File: src/hw/rtl/btlv_pkg.sv
// ----------------------------------------------------------------------------
// BER TLV header parser package
// Shared types, codes and field widths for the BER TLV header parser.
// ----------------------------------------------------------------------------
package btlv_pkg;

  localparam int unsigned MaxLengthBytes = 8;
  localparam int unsigned TagW           = 64;
  localparam int unsigned LenW           = 64;
  localparam int unsigned ByteW          = 8;
  localparam int unsigned OutDataW       = 144;  // 141 field bits padded to bytes

  localparam logic [4:0] HighTagMark = 5'b11111;

  // Event kinds, carried on the master tuser
  typedef enum logic [1:0] {
    EV_HEADER  = 2'd0,
    EV_CONTENT = 2'd1,
    EV_ERROR   = 2'd2
  } event_kind_e;

  typedef enum logic [1:0] {
    ERR_NONE       = 2'd0,
    ERR_INDEFINITE = 2'd1,
    ERR_LEN_BYTES  = 2'd2,
    ERR_TRUNCATED  = 2'd3
  } error_code_e;

  // One-hot parse phases
  typedef enum logic [5:0] {
    PH_IDLE = 6'b000001,
    PH_TAGX = 6'b000010,
    PH_LEN0 = 6'b000100,
    PH_LENL = 6'b001000,
    PH_DATA = 6'b010000,
    PH_DROP = 6'b100000
  } phase_e;

  // One result item between the decoder and the output stage
  typedef struct packed {
    logic             valid;
    event_kind_e      kind;
    logic [1:0]       tag_class;
    logic             is_constructed;
    logic [TagW-1:0]  tag_number;
    logic [LenW-1:0]  content_length;
    logic [ByteW-1:0] content_byte;
    logic             last_content;
    error_code_e      error_code;
  } event_t;

endpackage

File: src/hw/rtl/ber_tlv_header_parser_top.sv
// ----------------------------------------------------------------------------
// BER TLV header parser, top level
// Each result is registered in the output register, or in the skid entry.
// Throughput: one byte per cycle while the skid entry is free.
// Two result slots (output register and skid entry) absorb a stalled sink.
// Reset: rst_ni clears the parse phase to awaiting identifier and empties
// the output slots; no clearing pass is needed.
// ----------------------------------------------------------------------------
module ber_tlv_header_parser_top (
  input  logic                                clk_i,
  input  logic                                rst_ni,
  // Slave side: one byte of the BER buffer per transaction
  input  logic                                s_axis_tvalid,
  output logic                                s_axis_tready,
  input  logic [7:0]                          s_axis_tdata,  // [7:0] in_byte
  input  logic                                s_axis_tlast,  // end_of_buffer
  // Master side: header, content byte or error event
  output logic                                m_axis_tvalid,
  input  logic                                m_axis_tready,
  // [1:0] tag_class, [2] is_constructed, [66:3] tag_number,
  // [130:67] content_length, [138:131] content_byte, [140:139] error_code,
  // [143:141] zero
  output logic [btlv_pkg::OutDataW-1:0]       m_axis_tdata,
  output logic [1:0]                          m_axis_tuser,  // [1:0] event_kind
  output logic                                m_axis_tlast   // last_content
);
  import btlv_pkg::*;

  logic   space;
  logic   accept;
  event_t ev;

  // Take a byte whenever the skid entry is free; the output register may
  // still hold an unread result at that time.
  assign s_axis_tready = space;
  assign accept        = s_axis_tvalid && space;

  // Decode the byte against the held parse state and form at most one event
  btlv_decoder u_decoder (
    .clk_i           (clk_i),
    .rst_ni          (rst_ni),
    .accept_i        (accept),
    .in_byte_i       (s_axis_tdata),
    .end_of_buffer_i (s_axis_tlast),
    .event_o         (ev)
  );

  // Hold the event until the sink takes it
  btlv_out_stage u_out (
    .clk_i         (clk_i),
    .rst_ni        (rst_ni),
    .event_i       (ev),
    .space_o       (space),
    .m_axis_tvalid (m_axis_tvalid),
    .m_axis_tready (m_axis_tready),
    .m_axis_tdata  (m_axis_tdata),
    .m_axis_tuser  (m_axis_tuser),
    .m_axis_tlast  (m_axis_tlast)
  );

endmodule

File: src/hw/rtl/btlv_decoder.sv
// ----------------------------------------------------------------------------
// BER TLV decoder core
// Parse state registers and the combinational next-state and event logic.
// ----------------------------------------------------------------------------
module btlv_decoder (
  input  logic                           clk_i,
  input  logic                           rst_ni,
  input  logic                           accept_i,
  input  logic [btlv_pkg::ByteW-1:0]     in_byte_i,
  input  logic                           end_of_buffer_i,
  output btlv_pkg::event_t               event_o
);
  import btlv_pkg::*;

  phase_e            phase_q, phase_d;
  logic [1:0]        class_q, class_d;
  logic              cons_q, cons_d;
  logic [TagW-1:0]   tag_q, tag_d;
  logic [3:0]        left_q, left_d;
  logic [LenW-1:0]   lacc_q, lacc_d;
  logic [LenW-1:0]   cleft_q, cleft_d;

  logic              do_err;
  error_code_e       err_code;
  logic              do_hdr;
  logic [LenW-1:0]   hdr_len;
  logic [3:0]        left_dec;
  logic [LenW-1:0]   lacc_shift;
  event_t            ev;

  assign left_dec   = left_q - 4'd1;
  assign lacc_shift = {lacc_q[LenW-ByteW-1:0], in_byte_i};

  always_comb begin
    phase_d  = phase_q;
    class_d  = class_q;
    cons_d   = cons_q;
    tag_d    = tag_q;
    left_d   = left_q;
    lacc_d   = lacc_q;
    cleft_d  = cleft_q;
    do_err   = 1'b0;
    err_code = ERR_NONE;
    do_hdr   = 1'b0;
    hdr_len  = '0;
    ev       = '0;

    case (phase_q)
      PH_IDLE: begin
        class_d = in_byte_i[7:6];
        cons_d  = in_byte_i[5];
        if (in_byte_i[4:0] == HighTagMark) begin
          tag_d   = '0;
          phase_d = PH_TAGX;
        end else begin
          tag_d   = {{(TagW-5){1'b0}}, in_byte_i[4:0]};
          phase_d = PH_LEN0;
        end
        if (end_of_buffer_i) begin
          do_err   = 1'b1;
          err_code = ERR_TRUNCATED;
        end
      end
      PH_TAGX: begin
        tag_d = {tag_q[TagW-8:0], in_byte_i[6:0]};
        if (!in_byte_i[7]) phase_d = PH_LEN0;
        if (end_of_buffer_i) begin
          do_err   = 1'b1;
          err_code = ERR_TRUNCATED;
        end
      end
      PH_LEN0: begin
        if (!in_byte_i[7]) begin
          do_hdr  = 1'b1;
          hdr_len = {{(LenW-ByteW){1'b0}}, in_byte_i};
        end else if (in_byte_i[6:0] == 7'd0) begin
          do_err   = 1'b1;
          err_code = ERR_INDEFINITE;
        end else if (in_byte_i[6:0] > 7'(MaxLengthBytes)) begin
          do_err   = 1'b1;
          err_code = ERR_LEN_BYTES;
        end else begin
          left_d  = in_byte_i[3:0];
          lacc_d  = '0;
          phase_d = PH_LENL;
          if (end_of_buffer_i) begin
            do_err   = 1'b1;
            err_code = ERR_TRUNCATED;
          end
        end
      end
      PH_LENL: begin
        lacc_d = lacc_shift;
        left_d = left_dec;
        if (left_dec == 4'd0) begin
          do_hdr  = 1'b1;
          hdr_len = lacc_shift;
        end else if (end_of_buffer_i) begin
          do_err   = 1'b1;
          err_code = ERR_TRUNCATED;
        end
      end
      PH_DATA: begin
        if (end_of_buffer_i && (cleft_q > LenW'(1))) begin
          do_err   = 1'b1;
          err_code = ERR_TRUNCATED;
        end else begin
          ev.valid        = 1'b1;
          ev.kind         = EV_CONTENT;
          ev.content_byte = in_byte_i;
          if (cleft_q <= LenW'(1)) begin
            ev.last_content = 1'b1;
            cleft_d         = '0;
            phase_d         = PH_IDLE;
          end else begin
            cleft_d = cleft_q - LenW'(1);
          end
        end
      end
      default: begin
        // Drop bytes until the end of the buffer
        if (end_of_buffer_i) phase_d = PH_IDLE;
      end
    endcase

    // A header ending on the final byte with content still to come is truncated
    if (do_hdr) begin
      if (end_of_buffer_i && (hdr_len != '0)) begin
        do_err   = 1'b1;
        err_code = ERR_TRUNCATED;
      end else begin
        ev.valid          = 1'b1;
        ev.kind           = EV_HEADER;
        ev.tag_class      = class_q;
        ev.is_constructed = cons_q;
        ev.tag_number     = tag_d;
        ev.content_length = hdr_len;
        if (!cons_q && (hdr_len != '0)) begin
          cleft_d = hdr_len;
          phase_d = PH_DATA;
        end else begin
          phase_d = PH_IDLE;
        end
      end
    end

    if (do_err) begin
      ev            = '0;
      ev.valid      = 1'b1;
      ev.kind       = EV_ERROR;
      ev.error_code = err_code;
      phase_d       = end_of_buffer_i ? PH_IDLE : PH_DROP;
    end

    if (!accept_i) ev.valid = 1'b0;
  end

  assign event_o = ev;

  always_ff @(posedge clk_i or negedge rst_ni) begin
    if (!rst_ni) begin
      phase_q <= PH_IDLE;
    end else if (accept_i) begin
      phase_q <= phase_d;
    end
  end

  always_ff @(posedge clk_i or negedge rst_ni) begin
    if (!rst_ni) begin
      class_q <= '0;
      cons_q  <= 1'b0;
      tag_q   <= '0;
      left_q  <= '0;
      lacc_q  <= '0;
      cleft_q <= '0;
    end else if (accept_i) begin
      class_q <= class_d;
      cons_q  <= cons_d;
      tag_q   <= tag_d;
      left_q  <= left_d;
      lacc_q  <= lacc_d;
      cleft_q <= cleft_d;
    end
  end

endmodule

File: src/hw/rtl/btlv_out_stage.sv
// ----------------------------------------------------------------------------
// BER TLV output stage
// Output register plus one skid entry; keeps the input ready registered.
// ----------------------------------------------------------------------------
module btlv_out_stage (
  input  logic                                clk_i,
  input  logic                                rst_ni,
  input  btlv_pkg::event_t                    event_i,
  output logic                                space_o,
  output logic                                m_axis_tvalid,
  input  logic                                m_axis_tready,
  output logic [btlv_pkg::OutDataW-1:0]       m_axis_tdata,
  output logic [1:0]                          m_axis_tuser,
  output logic                                m_axis_tlast
);
  import btlv_pkg::*;

  logic   out_valid_q, skid_valid_q;
  event_t out_q, skid_q;
  logic   pop;

  assign pop     = out_valid_q && m_axis_tready;
  assign space_o = !skid_valid_q;

  always_ff @(posedge clk_i or negedge rst_ni) begin
    if (!rst_ni) begin
      out_valid_q  <= 1'b0;
      skid_valid_q <= 1'b0;
    end else if (skid_valid_q) begin
      if (pop) skid_valid_q <= 1'b0;
    end else if (event_i.valid) begin
      if (out_valid_q && !pop) skid_valid_q <= 1'b1;
      else                     out_valid_q  <= 1'b1;
    end else if (pop) begin
      out_valid_q <= 1'b0;
    end
  end

  always_ff @(posedge clk_i) begin
    if (skid_valid_q) begin
      if (pop) out_q <= skid_q;
    end else if (event_i.valid) begin
      if (out_valid_q && !pop) skid_q <= event_i;
      else                     out_q  <= event_i;
    end
  end

  assign m_axis_tvalid = out_valid_q;
  assign m_axis_tuser  = out_q.kind;
  assign m_axis_tlast  = out_q.last_content;
  assign m_axis_tdata  = {3'b000, out_q.error_code, out_q.content_byte,
                          out_q.content_length, out_q.tag_number,
                          out_q.is_constructed, out_q.tag_class};

endmodule

File: config.mk
export PLATFORM = sky130hd
export DESIGN_NAME = ber_tlv_header_parser_top
export DESIGN_NICKNAME = d
export VERILOG_FILES = /design/src/hw/rtl/btlv_pkg.sv /design/src/hw/rtl/ber_tlv_header_parser_top.sv /design/src/hw/rtl/btlv_decoder.sv /design/src/hw/rtl/btlv_out_stage.sv
export SDC_FILE = /design/constraint.sdc
export NUM_CORES = 1
export LEC_CHECK = 0
export ABC_AREA = 1
export BUFFER_PORTS_ARGS = -buffer_cell sky130_fd_sc_hd__buf_2
export CORE_ASPECT_RATIO = 1.4
export CORE_MARGIN = 4
export CORE_UTILIZATION = 52
export DETAILED_ROUTE_END_ITERATION = 10
export HOLD_SLACK_MARGIN = 0.05
export PLACE_DENSITY = 0.71
export SETUP_SLACK_MARGIN = 0.05
export SLEW_MARGIN = 20
export SYNTH_ARGS = -nofsm -noshare
export SYNTH_HDL_FRONTEND = slang
export SYNTH_SLANG_ARGS = --single-unit
File: constraint.sdc
create_clock -name clk_i -period 21.1 [get_ports clk_i]
set_input_delay 4.22 -clock clk_i [delete_from_list [all_inputs] [get_ports clk_i]]
set_output_delay 4.22 -clock clk_i [all_outputs]
set_load 0.02 [all_outputs]
After elaboration in Yosys (flattened, before gate mapping). Cells that the tools add are included.

Add/sub/neg operators: 2. $lt $le $gt $ge: 3. Eq/ne operators: 12. Muxes and demuxes: 74. Bitwise gates (word level): 1. Reductions and logical operators: 21.

Operators with widths (number): two-way mux 144 bit (4); two-way mux 64 bit (7); two-way mux 134 bit (2); case mux 64 bit (2 select lines) (2); two-way mux 56 bit (3); two-way mux 145 bit (1); case mux 56 bit (2 select lines) (1); two-way mux 6 bit (11); greater-than comparator 64 x 1 -> 1 bit, second input constant (1); <= comparator 64 x 1 -> 1 bit, second input constant (1); nonzero test 64 bit (1); subtractor 64 x 1 -> 64 bit, second input constant (1); case mux 6 bit (5 select lines) (1); two-way mux 1 bit (19); two-way mux 9 bit (2); two-way mux 2 bit (8); two-way mux 4 bit (3); two-way mux 5 bit (2); != test 2 bit, second input constant (5); two-way mux 3 bit (3); AND reduction 3 bit (3); case mux 2 bit (4 select lines) (1); case mux 4 bit (2 select lines) (1); greater-than comparator 7 x 4 -> 1 bit, second input constant (1); 20 further kinds (29).

Flip-flop bits (word level): 487. Word-level logic and storage cells: 138.

Depth between registers and ports, before layout. Gate-level depths: netlist of the first run.

Depth after elaboration: 12. Gate-level depth with buffers: 21.

By module. From an unflattened synthesis of the first run, not the netlist that was laid out.

Cells, all modules: 2796. Area, all modules: 23976.7 sq um.

By module, submodules not included: btlv_decoder (instances 1, cells each 2020, area an instance 13262.7 sq um, seq. area each 4931.0 sq um); btlv_out_stage (instances 1, cells each 774, area an instance 10706.5 sq um, seq. area each 8698.3 sq um); ber_tlv_header_parser_top (instances 1, cells each 2, area an instance 7.5 sq um, seq. area each 0.0 sq um).

Worst setup path before layout of the first run. No wires, ideal clock.

Path type: input -> register. From: input port s_axis_tdata[2]. To: register u_out.out_q (netlist bit u_out.m_axis_tdata[0]) (enable). Library setup time: 695 ps. Data arrival time: 12134 ps. Setup slack: 8271 ps. Cell stages on the path: 11. Buffers on the path: 0. Cells stage by stage: inv_1 -> nand3_1 -> nor3_1 -> inv_1 -> nand3_1 -> a21oi_1 -> nand3_1 -> nor2_1 -> nand2_1 -> nand2_1 -> a21oi_1.

Word-level cells in the longest chain between the ends: 11.

RTL lines: start: declaration (RTL line ber_tlv_header_parser_top.sv:15) `input logic [7:0] s_axis_tdata,`; greater-than comparator 7 x 4 -> 1 bit (RTL line btlv_decoder.sv:79) `end else if (in_byte_i[6:0] > 7'(MaxLengthBytes)) begin`; two-way mux 1 bit (RTL line btlv_decoder.sv:79); two-way mux 1 bit (RTL line btlv_decoder.sv:76) `end else if (in_byte_i[6:0] == 7'd0) begin`; two-way mux 1 bit (RTL line btlv_decoder.sv:73) `if (!in_byte_i[7]) begin`; case mux 1 bit (4 select lines) (RTL line btlv_decoder.sv:48) `case (phase_q)`; two-way mux 1 bit (RTL line btlv_decoder.sv:128) `if (end_of_buffer_i && (hdr_len != '0)) begin`; two-way mux 1 bit (RTL line btlv_decoder.sv:127) `if (do_hdr) begin`; two-way mux 145 bit (*) (RTL line btlv_decoder.sv:147) `if (do_err) begin`; two-way mux 1 bit (*) (RTL line btlv_decoder.sv:155) `if (!accept_i) ev.valid = 1'b0;`; nonzero test 2 bit (no source line) (*); AND reduction 3 bit (no source line) (*); end signal: assignment (RTL line btlv_out_stage.sv:41) `if (pop) out_q <= skid_q;`; end signal: assignment (RTL line btlv_out_stage.sv:44) `else out_q <= event_i;`; end: declaration (RTL line btlv_out_stage.sv:19) `event_t out_q, skid_q;`.

Every way passes the cells marked *; elsewhere a longest branch is shown, timed or not. A chain may end at the register's enable or synchronous reset.

Final worst setup path of the first run.
From: input port s_axis_tdata[7]. To: register u_out.out_q (netlist bit u_out.m_axis_tdata[104]) (enable).

Word-level cells in the longest chain between the ends: 10.

RTL lines (RTL line): two-way mux 7 bit / two-way mux 64 bit (equally long branches) (btlv_decoder.sv:73, btlv_decoder.sv:95); case mux 64 bit (2 select lines) (btlv_decoder.sv:48); nonzero test 64 bit (btlv_decoder.sv:128); logical AND 1 bit (btlv_decoder.sv:128); two-way mux 134 bit / two-way mux 1 bit (equally long branches) (btlv_decoder.sv:128); two-way mux 134 bit / two-way mux 1 bit (equally long branches) (btlv_decoder.sv:127); two-way mux 145 bit (*) (btlv_decoder.sv:147); two-way mux 1 bit (*) (btlv_decoder.sv:155); nonzero test 2 bit (no source line) (*); AND reduction 3 bit (no source line) (*).

Marked as above.

==> results of run 1 <==
-- worst max-delay path, cell delays in order --
cell and delay (ns):
buf_2 0.15, inv_1 0.20, nand3_1 0.19, nand2_2 0.68, nor2_1 0.21, nand2_1 0.11, nand2_1 0.14, a21oi_4 0.62
buf_4 0.73, buf_4 0.78
-- path summary, 6_finish.rpt --
| check | from | endpoint | slack [ns] | cells past startpoint |
|---|---|---|---|---|
| max | s_axis_tdata[7] | u_out.m_axis_tdata[104] | 13.10 | 10 |
| min | u_decoder.lacc_q[25] | u_decoder.lacc_q[25] | 0.47 | 2 |
| max reg2reg | u_decoder.left_q[0] | u_out.m_axis_tdata[93] | 15.42 | 20 |
| min reg2reg | u_decoder.lacc_q[25] | u_decoder.lacc_q[25] | 0.47 | 2 |
| max in group asynchronous | rst_ni | u_decoder.cleft_q[42] | 15.38 | 3 |
| min in group asynchronous | rst_ni | u_decoder.cleft_q[10] | 3.71 | 1 |
-- final cells by class --
class | instances | area share [%]
repair buffers | 184 | 3.72
clock buffers | 68 | 4.90
clock inverters | 22 | 0.997
well taps | 617 | 2.87
flip-flops and latches | 487 | 50.7
multi-input cells | 1909 | 32.1
inverters | 335 | 4.71
-- metal layers --
metal,GRT usage [%],share of wire [%],vias up
li1,-,-,9615
met1,35.2,39,9506
met2,49.4,50,700
met3,3.32,5.4,183
met4,13.9,5.5,4
met5,0,0.039,-
-- power by group through the flow --
| stage | Clock (mW) | Combinational, mW | Sequential [mW] |
|---|---|---|---|
| 6_report | 0.872 | 1.16 | 1.37 |
| 3_5_place_dp | 0 | 1.15 | 1.38 |
| 5_1_grt | 0.923 | 1.29 | 1.39 |
| 4_1_cts | 0.883 | 1.16 | 1.37 |
| 3_3_place_gp | 0 | 1.14 | 1.38 |
| 2_1_floorplan | 0 | 0.733 | 1.46 |
-- kinds of logic (layout without fill, tap and decap cells) --
logic type	Yosys count	in the layout	synth area share [%]
other	1	3	0.0155
xor gates and xnor gates	7	7	0.254
adders and majority gates	4	4	0.207
DFF	487	487	56.4
and+or+nand+nor	1424	1424	24.6
AOI/OAI and AO/OA	471	471	10.4
buffers and inverters	488	609	8.14
-- cells in the final DEF (no fill, tap or decap), types with 4 or more instances in the layout --
| cell | netlist | layout |
|---|---|---|
| nor3_1 | 70 | 70 |
| nor2_2 | 37 | 37 |
| o22ai_1 | 69 | 69 |
| nand3b_1 | 6 | 6 |
| o21ai_0 | 205 | 205 |
| or2_0 | 4 | 4 |
| buf_2 | 30 | 157 |
| clkbuf_1 | 92 | 17 |
| clkinv_1 | 2 | 10 |
| bufinv_16 | 0 | 5 |
| a31oi_1 | 6 | 6 |
| ha_1 | 4 | 4 |
| or2_2 | 7 | 7 |
| nand2_2 | 7 | 9 |
| o21ai_1 | 57 | 57 |
| a21oi_1 | 111 | 110 |
| clkbuf_16 | 0 | 49 |
| nand4_1 | 17 | 17 |
| nand3_1 | 161 | 160 |
| nor4_1 | 8 | 8 |
| o211ai_1 | 10 | 10 |
| nand2_1 | 663 | 659 |
| nor2_1 | 431 | 430 |
| inv_1 | 329 | 329 |
| xor2_1 | 6 | 6 |
| dfrtp_1 | 198 | 197 |
| buf_4 | 6 | 25 |
| edfxtp_1 | 288 | 288 |
| nor2_4 | 3 | 4 |
-- registers in the layout, summed over array words and instances, names as in the netlist --
name	cells
u_decoder.left_q	4
u_decoder.tag_q	64
u_decoder.class_q	2
u_out.m_axis_tvalid	1
u_out.m_axis_tdata	141
u_decoder.phase_q	6
u_decoder.lacc_q	56
u_out.skid_q	144
u_out.m_axis_tuser	2
u_decoder.cleft_q	64
u_decoder.cons_q	1
u_out.m_axis_tlast	1
u_out.skid_valid_q	1
-- stage by stage --
stage	util, %	setup WS, ns	hold WS [ns]	power, mW
after detailed placement	55.0	12.53	0.462	2.54
after global routing	58.5	12.77	0.482	3.60
after CTS	58.4	13.13	0.476	3.41
after global placement	55.0	12.69	0.462	2.52
after floorplan	-	8.27	0.442	2.19
final	58.5	13.10	0.474	3.40
==> summary.md, run 1 <==
| Metric | Value |
|---|---|
| Outcome | `finished clean` |
| Setup TNS | `0 ns` |
| Pin count of the biggest net entering global routing | `94` |
| Sequential cell area fraction in the yosys report | `56.4%` |
| Area delta synth->final | `11.2%` |
| Area of the multi-input gates | `8620 sq um` |
| Flop pwr share | `40.3%` |
| Rel. slew slack | `27.3%` |
| Die extent in y | `263 um` |
| Mapped Cells | `~2900` |
| Setup violators final | `0` |
| DRT iter0 DRCs | `about 1800` |
| First-pass GRT wire length | `between 100 and 150 mm` |
| Row Count | `slightly above 90` |
| Area share of the largest cell type after synthesis | `approximately 36%` |
| Peak supply drop | `just under 80 uV` |
| Sw power | `1.36 mW` |
| Ys Warns | `0` |
| CTS sink cnt | `roughly 490` |
| Detailed-route via count | `20000` |
| Resized cells post-CTS | `0` |
| WL/cell | `~20 um` |
| Max Fclk | `0.125 GHz` |
| Hold Path Class | `reg -> reg` |
| Initial antenna violation count | `2` |
| Kind of critical path | `in -> reg` |
| Distinct cells, synth | `47` |
| Vias per cell | `5.52` |
| Dpl cells | `about 3500` |
| Top FF cell, synth | `edfxtp_1` |
| Largest cells by area after synthesis | `edfxtp_1 (36%), dfrtp_1 (21%), nand2_1 (10%)` |
| Clock buffer count from CTS | `48` |
| Async SR Flop Fraction | `40.9%` |
| Synth area leader | `edfxtp_1` |
| Syn avg cell area | `8.38 sq um` |
| Placed inst area | `roughly 25000 sq um` |
| Final Hold Viols | `0` |
| Count leader, synth | `nand2_1` |
| Max-cap violations | `0` |
| Post-CTS Hold Buffers | `0` |
| Minimum clock period | `about 8 ns` |
| Setup Fix Bufs, Post-CTS | `0` |
| Vias in the first global route | `19500` |
| RD Place Congestion | `1.00` |
| Starting Density | `a little over half` |
| Seq. cell area | `13600 sq um` |
| Gr ovfl total | `0` |
| Req. time, crit path | `21.29 ns` |
| Mapped Area | `about 24000 sq um` |
| Final worst path period share | `approximately 38%` |
| Antenna Cells | `0` |
| Synth top cells by count | `nand2_1 (663), nor2_1 (431), inv_1 (329)` |
| Critical Path Sink Type | `flop` |
| CTS tree | `built` |
| Htree depth | `2` |
| Final WL | `slightly above 70 mm` |
| Final nets | `a little under 3000` |
| Sw Share | `39.9%` |
| Io pins | `around 160` |
| Worst Max-Slew Pin Slew | `1.09 ns` |
| FILL cells | `4078` |
| Critical path launch point type | `input pin` |
| Die Width | `190 um` |
| Pwr per Cell Area | `roughly 130 nW/um^2` |
| Post-route ant nets | `0` |
| Logic pwr share | `34.1%` |
| RSZ-0062 raised after global routing | `no` |
| Core ar. | `46000 sq um` |
| Yosys reg bits | `487` |
| Max clock buf depth | `3` |
| GRT Total Usage | `28.4%` |
| Internal power | `2.04 mW` |
| Arrival time worst endpoint | `8.19 ns` |
| Clock Latency Late Sink | `0.59 ns` |
| Clock power share | `25.6%` |
| Ratio of cells with drive above 1 in the final layout | `between 10 and 15%` |
| Die area | `roughly 50000 sq um` |
| Max Slew Vio Count | `0` |
| # DRC | `0` |
| I/O Buffers | `158` |
| Clock root buffer | `clkbuf_16` |
| CP max FO | `70` |
| Skew final | `0.0233 ns` |
| DRT Pass-1 Iters | `7` |
| Reg clk slew, reported paths | `0.06 ns` |
| Fin cells | `3622` |
| DPL Wire Length | `49.8 mm` |
| Finished layout cell area | `around 27000 sq um` |
| Leak pwr | `11.0 nW` |
| Count of flip-flops with a built-in enable after synthesis | `around 290` |
No activity file was read; power rests on OpenSTA's default activity.
==> run 2, diff against run 1 <==
--- a/config.mk
+++ b/config.mk
@@ -12,7 +12,7 @@
 export CORE_UTILIZATION = 52
 export DETAILED_ROUTE_END_ITERATION = 10
 export HOLD_SLACK_MARGIN = 0.05
-export PLACE_DENSITY = 0.71
+export PLACE_DENSITY = 0.74
 export SETUP_SLACK_MARGIN = 0.05
 export SLEW_MARGIN = 20
 export SYNTH_ARGS = -nofsm -noshare
==> constraint.sdc (replaced) <==
create_clock -name clk_i -period 6.6 [get_ports clk_i]
set_input_delay 1.32 -clock clk_i [delete_from_list [all_inputs] [get_ports clk_i]]
set_output_delay 1.32 -clock clk_i [all_outputs]
set_load 0.02 [all_outputs]
==> summary.md, run 2 (same netlist as run 1, synthesis figures left out) <==
| Metric | Value |
|---|---|
| Outcome | `finished clean` |
| Final Hold Viols | `0 (unchanged)` |
| Finished layout cell area | `26900 sq um (+0.24%)` |
| Arrival time worst endpoint | `4.93 ns (-3.26 ns)` |
| Most flop-heavy register | `u_out.skid_q` |
| CP max FO | `51 (-27%)` |
| First-pass GRT wire length | `112 mm (+0.36%)` |
| Skew final | `0.0288 ns (+0.00549 ns)` |
| Worst reg2reg startpoint | `u_decoder.left_q[0]` |
| Final worst path period share | `68.0%` |
| Met3 wire length | `4.38 mm (+14%)` |
| Max clock buf depth | `3 (unchanged)` |
| Final WL | `72.4 mm (+1.1%)` |
| Clock buffer count from CTS | `46 (-4.2%)` |
| Pin count of the biggest net entering global routing | `113 (+20%)` |
| Peak supply drop | `235 uV (+200%)` |
| Gr ovfl total | `0 (unchanged)` |
| Minimum clock period | `4.49 ns` |
| Worst setup path startpoint | `u_decoder.left_q[0]` |
| Resized cells post-CTS | `0 (unchanged)` |
| GRT Total Usage | `28.7% (+0.24 points)` |
| Met2 WL | `36.2 mm (+0.24%)` |
| DRT iter0 DRCs | `1835 (+4.1%)` |
| Post-CTS Hold Buffers | `0 (unchanged)` |
| I/O Buffers | `158 (unchanged)` |
| DRT Pass-1 Iters | `5 (-2)` |
| CTS sink cnt | `487 (unchanged)` |
| # DRC | `0 (unchanged)` |
| Initial antenna violation count | `1 (-1)` |
| Io pins | `162 (unchanged)` |
| Final nets | `2986 (+0.13%)` |
| WL/cell | `20.0 um (+1.0%)` |
| Pwr per Cell Area | `402 nW/um^2 (+220%)` |
| Starting Density | `52.6% (unchanged)` |
| Post-route ant nets | `0 (unchanged)` |
| Kind of critical path | `reg -> reg` |
| Reg clk slew, reported paths | `0.06 ns (about the same)` |
| RD Place Congestion | `0.968 (-3.3%)` |
| Die extent in y | `263 um (unchanged)` |
| Clock Latency Late Sink | `0.59 ns (about the same)` |
| Die area | `50000 sq um (unchanged)` |
| Setup TNS | `0 ns (unchanged)` |
| CTS tree | `built` |
| Max-cap violations | `0 (unchanged)` |
| Leak pwr | `11.1 nW (+0.29%)` |
| Metal1 wirelength | `26.8 mm (-3.1%)` |
| Max Slew Vio Count | `0 (unchanged)` |
| Most frequent cells in the layout | `nand2_1 (659), nor2_1 (430), inv_1 (329), edfxtp_1 (288), o21ai_0 (205)` |
| Hold path startpoint | `u_decoder.lacc_q[25]` |
| Setup Fix Bufs, Post-CTS | `0 (unchanged)` |
| RSZ-0062 raised after global routing | `no` |
| Fin util | `58.6% (+0.14 points)` |
| Critical Path Sink Type | `flop` |
| Core ar. | `46000 sq um (unchanged)` |
| Req. time, crit path | `7.04 ns (-14.25 ns)` |
| Rel. slew slack | `29.4% (+2.1 points)` |
| Htree depth | `2 (unchanged)` |
| Detailed-route via count | `20300 (+1.4%)` |
| Row Count | `93 (unchanged)` |
| Die Width | `190 um (unchanged)` |
| Leading cell type in the layout, fill and taps excluded | `nand2_1` |
| Max Fclk | `roughly 0.22 GHz` |
| Max Used Layer | `met4` |
| Setup violators final | `0 (unchanged)` |
| Max reg flops | `144 (unchanged)` |
| Worst Max-Slew Pin Slew | `1.06 ns (-0.0320 ns)` |
| Critical path launch point type | `flop` |
| Hold Path Class | `reg -> reg` |
| Vias in the first global route | `20000 (+2.5%)` |
| Clock root buffer | `clkbuf_16` |
| Vias per cell | `5.60 (+1.3%)` |
| Placed inst area | `25400 sq um (+0.46%)` |
| Area delta synth->final | `11.5%` |
| Ratio of cells with drive above 1 in the final layout | `11.2% (+0.43 points)` |
| DPL Wire Length | `50.6 mm (+1.5%)` |
## run 2: path summary, 6_finish.rpt
path                                          to  slack (ns)  depth (start not counted)
max in group asynchronous    u_decoder.tag_q[52]        4.70                          2
min reg2reg                 u_decoder.lacc_q[25]        0.48                          2
min                         u_decoder.lacc_q[25]        0.48                          2
min in group asynchronous  u_decoder.cleft_q[12]        0.77                          1
max                        u_out.m_axis_tdata[3]        2.11                         20
max reg2reg                u_out.m_axis_tdata[3]        2.11                         20
## run 2: power breakdown
| part | internal, mW | switching [mW] | leakage, nW |
|---|---|---|---|
| registers | 3.98 | 0.405 | 5.27 |
| logic | 0.968 | 2.75 | 5.06 |
| clock network | 1.52 | 1.19 | 0.738 |
## run 2: per-stage QoR
step | power (mW) | std cells | worst slack [ns] | hold WS, ns
final | 10.8 | 3626 | 2.11 | 0.482
after global routing | 11.5 | 3624 | 1.72 | 0.500
after CTS | 10.9 | 3624 | 2.12 | 0.475
after detailed placement | 8.12 | 3538 | 1.86 | 0.461
after global placement | 8.06 | 3538 | 1.95 | 0.457
after floorplan | 6.94 | 2884 | 0.0518 | 0.442
## run 2: critical path, cell delays in order, from the launching register on
cell and delay (ns):
dfrtp_1 0.39, inv_1 0.15, ha_1 0.19, nor2_1 0.07, nor2_1 0.14, nor2_1 0.09
nand2_2 0.49, nor2_1 0.18, nor2_1 0.15, nand2_1 0.06, nor2_1 0.10, nand3_1 0.08
nor2_1 0.23, nand2_2 0.27, nand2_2 0.14, buf_4 0.51, nand2_4 0.45, buf_4 0.31
nor2_1 0.13, nand2_1 0.08, nand2_1 0.08
## run 2: area by class of cell
class | count | area (sq um)
Antenna cell | 2 | 5.00
Clock buffer | 53 | 1210
Tap cell | 617 | 772
Fill cell | 4085 | 19000
Clock inverter | 33 | 333
Multi-Input combinational cell | 1909 | 8620
Inverter | 335 | 1260
Sequential cell | 487 | 13600
Timing Repair Buffer | 190 | 1100
## run 2: routing by layer
layer / vias to the layer above / track usage (%)
li1: 9614 / -
met5: - / 0
met2: 807 / 49.7
met1: 9659 / 34.2
met3: 211 / 3.73
met4: 0 / 16.5
